==> src/rtl/core/stkins_pkg.sv <==
`timescale 1ns / 1ps
// ----------------------------------------------------------------------------
// stkins_pkg
// Shared constants and types for the stack with insert-at-depth core.
// ----------------------------------------------------------------------------
package stkins_pkg;

  localparam int unsigned STACK_DEPTH = 16;
  localparam int unsigned WORD_W      = 32;
  localparam int unsigned OP_W        = 2;
  localparam int unsigned POS_W       = 8;
  localparam int unsigned STATUS_W    = 2;
  localparam int unsigned CNT_W       = $clog2(STACK_DEPTH + 1);
  localparam int unsigned IDX_W       = $clog2(STACK_DEPTH);
  localparam int unsigned CMP_W       = (CNT_W > POS_W) ? CNT_W : POS_W;

  localparam int unsigned IN_RAW_W    = OP_W + WORD_W + POS_W;
  localparam int unsigned IN_DATA_W   = ((IN_RAW_W + 7) / 8) * 8;
  localparam int unsigned OUT_RAW_W   = WORD_W + STATUS_W + CNT_W + 1;
  localparam int unsigned OUT_DATA_W  = ((OUT_RAW_W + 7) / 8) * 8;

  localparam logic [OP_W-1:0] OP_PUSH   = 2'd0;
  localparam logic [OP_W-1:0] OP_POP    = 2'd1;
  localparam logic [OP_W-1:0] OP_INSERT = 2'd2;

  localparam logic [STATUS_W-1:0] ST_OK          = 2'd0;
  localparam logic [STATUS_W-1:0] ST_NOT_REACHED = 2'd1;
  localparam logic [STATUS_W-1:0] ST_UNDERFLOW   = 2'd2;
  localparam logic [STATUS_W-1:0] ST_OVERFLOW    = 2'd3;

  // command broadcast to every cell of the chain
  typedef struct packed {
    logic              shift_dn;  // open a slot and place word there
    logic              shift_up;  // drop the top entry
    logic [IDX_W-1:0]  slot;      // slot counted from the top
    logic [WORD_W-1:0] word;
  } cell_cmd_t;

endpackage

==> src/rtl/core/stkins_cell.sv <==
`timescale 1ns / 1ps
// ----------------------------------------------------------------------------
// stkins_cell
// One stack entry: holds, takes its upper or lower neighbor, or loads a word.
// ----------------------------------------------------------------------------
module stkins_cell (
  input  logic                       clk_i,
  input  stkins_pkg::cell_cmd_t      cmd_i,
  input  logic [stkins_pkg::IDX_W-1:0]  idx_i,
  input  logic [stkins_pkg::WORD_W-1:0] up_i,
  input  logic [stkins_pkg::WORD_W-1:0] dn_i,
  output logic [stkins_pkg::WORD_W-1:0] q_o
);
  import stkins_pkg::*;

  logic [WORD_W-1:0] data_q;
  logic [WORD_W-1:0] data_d;

  always_comb begin
    data_d = data_q;
    if (cmd_i.shift_dn) begin
      if (idx_i > cmd_i.slot) begin
        data_d = up_i;
      end else if (idx_i == cmd_i.slot) begin
        data_d = cmd_i.word;
      end
    end else if (cmd_i.shift_up) begin
      data_d = dn_i;
    end
  end

  always_ff @(posedge clk_i) begin
    data_q <= data_d;
  end

  assign q_o = data_q;

endmodule

==> src/rtl/core/stkins_chain.sv <==
`timescale 1ns / 1ps
// ----------------------------------------------------------------------------
// stkins_chain
// Row of stack cells, top of stack in cell zero, each linked to its neighbors.
// ----------------------------------------------------------------------------
module stkins_chain (
  input  logic                          clk_i,
  input  stkins_pkg::cell_cmd_t         cmd_i,
  output logic [stkins_pkg::WORD_W-1:0] top_o
);
  import stkins_pkg::*;

  logic [WORD_W-1:0] cell_q [STACK_DEPTH];

  for (genvar i = 0; i < STACK_DEPTH; i++) begin : g_cell
    logic [WORD_W-1:0] up_w;
    logic [WORD_W-1:0] dn_w;

    if (i == 0) begin : g_top
      assign up_w = cmd_i.word;
    end else begin : g_mid
      assign up_w = cell_q[i-1];
    end

    // bottom cell refills with itself on a pop
    if (i == STACK_DEPTH - 1) begin : g_bot
      assign dn_w = cell_q[i];
    end else begin : g_nbot
      assign dn_w = cell_q[i+1];
    end

    stkins_cell u_cell (
      .clk_i (clk_i),
      .cmd_i (cmd_i),
      .idx_i (IDX_W'(i)),
      .up_i  (up_w),
      .dn_i  (dn_w),
      .q_o   (cell_q[i])
    );
  end

  assign top_o = cell_q[0];

endmodule

==> src/rtl/core/stack_with_insert_at_depth_core.sv <==
`timescale 1ns / 1ps
// ----------------------------------------------------------------------------
// stack_with_insert_at_depth_core
// Bounded LIFO of signed words with push, pop and insert below the top entries.
// ----------------------------------------------------------------------------
// The whole row of cells shifts at once, so a new word is taken every cycle
// that the output register is free, and its result appears in that register
// on the next edge. The output register is the only stall point; a new word
// is taken whenever it is empty or being read out in the same cycle. Stack
// contents are not cleared by reset; only the fill count and valid flag are.
// ----------------------------------------------------------------------------
module stack_with_insert_at_depth_core (
  input  logic                              clk_i,
  input  logic                              rst_ni,
  input  logic                              s_axis_tvalid_i,
  output logic                              s_axis_tready_o,
  // operation[1:0], value[33:2], position[41:34], zero pad above
  input  logic [stkins_pkg::IN_DATA_W-1:0]  s_axis_tdata_i,
  output logic                              m_axis_tvalid_o,
  input  logic                              m_axis_tready_i,
  // popped_value[31:0], status[33:32], entry_count[38:34], is_empty[39]
  output logic [stkins_pkg::OUT_DATA_W-1:0] m_axis_tdata_o
);
  import stkins_pkg::*;

  logic                in_acc;
  logic [OP_W-1:0]     op;
  logic [WORD_W-1:0]   value;
  logic [POS_W-1:0]    position;
  logic                full;
  logic                empty;
  logic [CMP_W-1:0]    want;
  logic [CMP_W-1:0]    fill_w;
  logic [CMP_W-1:0]    depth_w;
  logic [WORD_W-1:0]   top;
  cell_cmd_t           cmd;

  logic [CNT_W-1:0]    count_q, count_d;
  logic                out_valid_q;
  logic [WORD_W-1:0]   popped_q, popped_d;
  logic [STATUS_W-1:0] status_q, status_d;

  assign op       = s_axis_tdata_i[OP_W-1:0];
  assign value    = s_axis_tdata_i[OP_W+WORD_W-1:OP_W];
  assign position = s_axis_tdata_i[IN_RAW_W-1:OP_W+WORD_W];

  assign s_axis_tready_o = !out_valid_q || m_axis_tready_i;
  assign in_acc          = s_axis_tvalid_i && s_axis_tready_o;

  assign full    = (count_q == CNT_W'(STACK_DEPTH));
  assign empty   = (count_q == '0);
  assign fill_w  = CMP_W'(count_q);
  assign want    = CMP_W'(position) - CMP_W'(1);
  assign depth_w = (want < fill_w) ? want : fill_w;

  always_comb begin
    cmd          = '0;
    cmd.word     = value;
    count_d      = count_q;
    popped_d     = '0;
    status_d     = ST_OK;
    case (op)
      OP_PUSH: begin
        if (full) begin
          status_d = ST_OVERFLOW;
        end else begin
          cmd.shift_dn = 1'b1;
          count_d      = count_q + CNT_W'(1);
        end
      end
      OP_POP: begin
        if (empty) begin
          status_d = ST_UNDERFLOW;
        end else begin
          cmd.shift_up = 1'b1;
          popped_d     = top;
          count_d      = count_q - CNT_W'(1);
        end
      end
      OP_INSERT: begin
        if (full) begin
          status_d = ST_OVERFLOW;
        end else begin
          cmd.shift_dn = 1'b1;
          count_d      = count_q + CNT_W'(1);
          if (position == '0) begin
            status_d = ST_NOT_REACHED;
          end else begin
            // depth is at most the fill count, which stays below STACK_DEPTH here, so it fits a cell index
            cmd.slot = IDX_W'(depth_w);
            status_d = (want <= fill_w) ? ST_OK : ST_NOT_REACHED;
          end
        end
      end
      default: begin
      end
    endcase
    if (!in_acc) begin
      cmd.shift_dn = 1'b0;
      cmd.shift_up = 1'b0;
    end
  end

  stkins_chain u_chain (
    .clk_i (clk_i),
    .cmd_i (cmd),
    .top_o (top)
  );

  always_ff @(posedge clk_i or negedge rst_ni) begin
    if (!rst_ni) begin
      count_q     <= '0;
      out_valid_q <= 1'b0;
    end else begin
      if (in_acc) begin
        count_q     <= count_d;
        out_valid_q <= 1'b1;
      end else if (m_axis_tready_i) begin
        out_valid_q <= 1'b0;
      end
    end
  end

  always_ff @(posedge clk_i) begin
    if (in_acc) begin
      popped_q <= popped_d;
      status_q <= status_d;
    end
  end

  assign m_axis_tvalid_o = out_valid_q;
  assign m_axis_tdata_o  = OUT_DATA_W'({(count_q == '0), count_q, status_q, popped_q});

  // fill count never runs past the number of cells
  a_count_bound: assert property (@(posedge clk_i) disable iff (!rst_ni)
    count_q <= CNT_W'(STACK_DEPTH))
    else $error("fill count above stack depth");

  // a pop on a non-empty stack removes exactly one entry
  a_pop_dec: assert property (@(posedge clk_i) disable iff (!rst_ni)
    (in_acc && op == OP_POP && count_q != '0) |=> count_q == $past(count_q) - CNT_W'(1))
    else $error("pop did not drop one entry");

  // underflow and overflow results never carry a popped word
  a_err_zero: assert property (@(posedge clk_i) disable iff (!rst_ni)
    (out_valid_q && (status_q == ST_UNDERFLOW || status_q == ST_OVERFLOW)) |-> popped_q == '0)
    else $error("error result carries a word");

  // a failed push or insert leaves the count unchanged
  a_full_hold: assert property (@(posedge clk_i) disable iff (!rst_ni)
    (in_acc && full && (op == OP_PUSH || op == OP_INSERT)) |=> count_q == $past(count_q))
    else $error("overflow changed the fill count");

endmodule

==> config.mk <==
export PLATFORM = sky130hd
export DESIGN_NAME = stack_with_insert_at_depth_core
export DESIGN_NICKNAME = d
export VERILOG_FILES = /design/src/rtl/core/stkins_pkg.sv /design/src/rtl/core/stkins_cell.sv /design/src/rtl/core/stkins_chain.sv /design/src/rtl/core/stack_with_insert_at_depth_core.sv
export SDC_FILE = /design/constraint.sdc
export NUM_CORES = 1
export LEC_CHECK = 0
export BUFFER_PORTS_ARGS = -buffer_cell sky130_fd_sc_hd__clkbuf_2
export CORE_MARGIN = 8
export CORE_UTILIZATION = 57
export CTS_CLUSTER_DIAMETER = 100
export CTS_CLUSTER_SIZE = 30
export DETAILED_ROUTE_END_ITERATION = 10
export GPL_ROUTABILITY_DRIVEN = 1
export GPL_TIMING_DRIVEN = 0
export PLACE_DENSITY = 0.77
export SLEW_MARGIN = 25
export SYNTH_ARGS = -nofsm -noshare
export SYNTH_HDL_FRONTEND = slang
export SYNTH_SLANG_ARGS = --single-unit
==> constraint.sdc <==
create_clock -name clk_i -period 4.8 [get_ports clk_i]
set_input_delay 0.24 -clock clk_i [delete_from_list [all_inputs] [get_ports clk_i]]
set_output_delay 0.24 -clock clk_i [all_outputs]
set_load 0.005 [all_outputs]
==> out/metrics.csv <==
metric,value,unit
Crit path arrival time,4.89,ns
Critical R2R Capture,u_chain.g_cell[11].u_cell.q_o[26],
largest net degree at the start of global routing,44,
Die Footprint,59000,um^2
Hold Slack,0.0120,ns
FP Rows,83,
GR met3 Demand/Resource,0.0691,
"flops & latches, synth",552,
Area after DPL,31000,um^2
CORE AREA,51100,um^2
Final min period,4.65,ns
total I/O pin count,94,
final wirelength,97.0,mm
Worst setup startpoint,count_q[0],
M1 GR Usage,0.434,
post-route ant nets,0,
Yosys top cell area share,0.559,
Critical Path Start Type,register,
CTS H-Tree Depth,1,
"Power, Total",12.3,mW
layout cells sized above 1,0.102,
top_reg_cell synth,edfxtp_1,
internal power,8.04,mW
via count,24472,
post-DP HPWL,76.3,mm
RSZ-0062 raised after global routing,false,
Tcrit/Tclk final,0.968,
pwr/cell area,389,nW/um^2
# setup viols final,0,
Critical Path RT,5.04,ns
"Seq/Total Area, Yosys",0.564,
sw power,4.29,mW
Max Clock Skew,0.0201,ns
CTS tree,yes,
Fill cells,4216,
max_slew headroom,0.151,
FF-to-FF Start,count_q[0],
Num CTS Buffers,23,
worst skew pair latency,0.61,ns
leakage,11.4,nW
Register-to-Register Path Depth,10,
"most common cell after layout, fill and taps aside",edfxtp_1,
syn_area_per_cell,10.6,um^2
clock sinks,552,
CP Capture Type,register,
CTS Root Cell,clkbuf_16,
asr flop ratio synth,0.0109,
gr usage total,0.315,
worst setup margin,0.154,ns
Post-Syn Area,29300,um^2
Setup CP Type,register to register,
wire per inst,27.1,um
Hold Fails Final Rpt,0,
CTS Buffer Depth,3,
Via density,6.85,
vias in the first global route,23833,
global-route wire length before repair,144,mm
fmax,0.215,GHz
Most Crowded Layer GR,met2,
DRC errors left,0,
measured slew at the worst slew-check pin,1.27,ns
grt total ovfl,0,
CP Max Fanout,32,
R2R Setup Slk,0.15,ns
Synth Instances,2756,
Routability Congestion,1.00,
Comb power frac,0.281,
Max Cap Viol,0,
clock power share,0.201,
Post-synth EDFFs,546,
Ys Warns,0,
Die Width,243,um
Vert. Die Dim,243,um
initial core utilization,0.574,
Yosys cell types,60,
status,"complete, no violations",
initial antenna violation count,1,
Area Growth Syn to Fin,8.20,%
maximum vdd drop,0.000293,V
Slew Limit Fails,0,
most frequent cells in the layout,"edfxtp_1, nand2_1, clkbuf_1",
Setup crit end,u_chain.g_cell[11].u_cell.q_o[26],
Post-CTS Setup Bufs,0,
met2 Use GR,0.483,
design area,31700,um^2
power share of the sequential group,0.519,
nets@finish,2945,
drt pass-1 iters,6,
sw frac,0.348,
number of I/O port buffers,86,
"Clk pin slew, worst setup/hold paths",0.12,ns
Iteration-0 DRC Markers,4381,
Place WS,-0.829,ns
Hold Path Class,primary input to register,
Synth area leaders,"edfxtp_1, nand2_1, o211ai_1",
Synth Net Count,2819,
leading area contributor after synthesis,edfxtp_1,
cells by family (layout without fill, tap and decap cells):
family	Yosys count	count (layout)	synth area share
compound gates	735	735	0.183
xor+xnor	6	6	0.00179
fa+ha+maj	11	11	0.00495
buf+inv	390	528	0.0559
flops	552	552	0.564
mux	127	127	0.0447
other cells	0	1	0
simple gates	935	935	0.145
stage by stage:
step / utilization / cells / setup TNS (ns)
6_report: 0.621 / 3575 / 0
5_1_grt: 0.621 / 3575 / 0
4_1_cts: 0.620 / 3574 / 0
3_5_place_dp: 0.606 / 3533 / -209.25
3_3_place_gp: 0.600 / 3522 / -498.77
2_1_floorplan: - / 2756 / -6.88
routing by layer:
metal | wire (um) | up-vias
li1 | - | 10769
met1 | 36800 | 11570
met2 | 42300 | 1897
met3 | 13800 | 236
met4 | 4020 | 0
met5 | 0 | -
what timing repair did:
action,4_1_cts,5_1_grt
endpoints found under the setup margin,266,360
pin swaps,0,0
hold buffers,4,0
gates resized for setup,4,12
endpoints found under the hold margin,7,0
flip-flops by register name, indices dropped and copies added (netlist names):
name                       count
count_q                        5
status_q                       2
u_chain.g_cell.u_cell.q_o    512
m_axis_tvalid_o                1
popped_q                      32
layout make-up:
| cell class | count | area, um^2 | share of cell area |
|---|---|---|---|
| clock buffer | 30 | 602 | 0.0190 |
| timing repair buffer | 101 | 701 | 0.0221 |
| inverter | 77 | 289 | 0.00911 |
| multi-input combinational | 1814 | 11300 | 0.356 |
| tap | 680 | 851 | 0.0268 |
| sequential | 552 | 16500 | 0.522 |
| clock inverter | 7 | 73.8 | 0.00233 |
| antenna | 1 | 2.50 | 0.0000789 |
| buffer | 313 | 1370 | 0.0431 |
Yosys cell counts (36+ instances only):
library cell / instances
o21ai_0: 77
buf_2: 55
inv_1: 77
edfxtp_1: 546
a31oi_1: 98
a21oi_1: 110
nand4_1: 98
and3_1: 36
nand2_1: 437
mux2i_1: 95
o211ai_1: 194
nor2_1: 137
clkbuf_1: 223
o2111ai_1: 64
nand3_1: 135
worst min-delay path by stage:
stage / from / endpoint / cells past startpoint
after floorplan: rst_ni / count_q[0] / 0
after detailed placement: rst_ni / count_q[0] / 1
final: s_axis_tdata_i[0] / status_q[0] / 2
after global routing: s_axis_tdata_i[0] / status_q[0] / 2
after global placement: rst_ni / count_q[0] / 1
after CTS: s_axis_tdata_i[0] / status_q[0] / 2
critical path, cell delays in order (launching register included):
cell             delay, ns
dfrtp_1               0.40
clkbuf_2              0.23
nor4_1                0.12
a21oi_2               0.50
nand2_1               0.37
inv_1                 0.19
clkbuf_1              0.36
clkdlybuf4s15_1       0.79
clkbuf_2              0.59
o21ai_0               0.27
nand2_4               0.43
power by group through the flow:
stage / Clock, mW / Sequential [mW] / Combinational (mW)
floorplan: 0 / 6.38 / 2.21
global placement: 0 / 6.49 / 3.14
detailed placement: 0 / 6.49 / 3.32
CTS: 2.46 / 6.38 / 3.34
global route: 2.59 / 6.45 / 3.68
finish: 2.47 / 6.40 / 3.46
No activity file was read; power rests on OpenSTA's default activity.
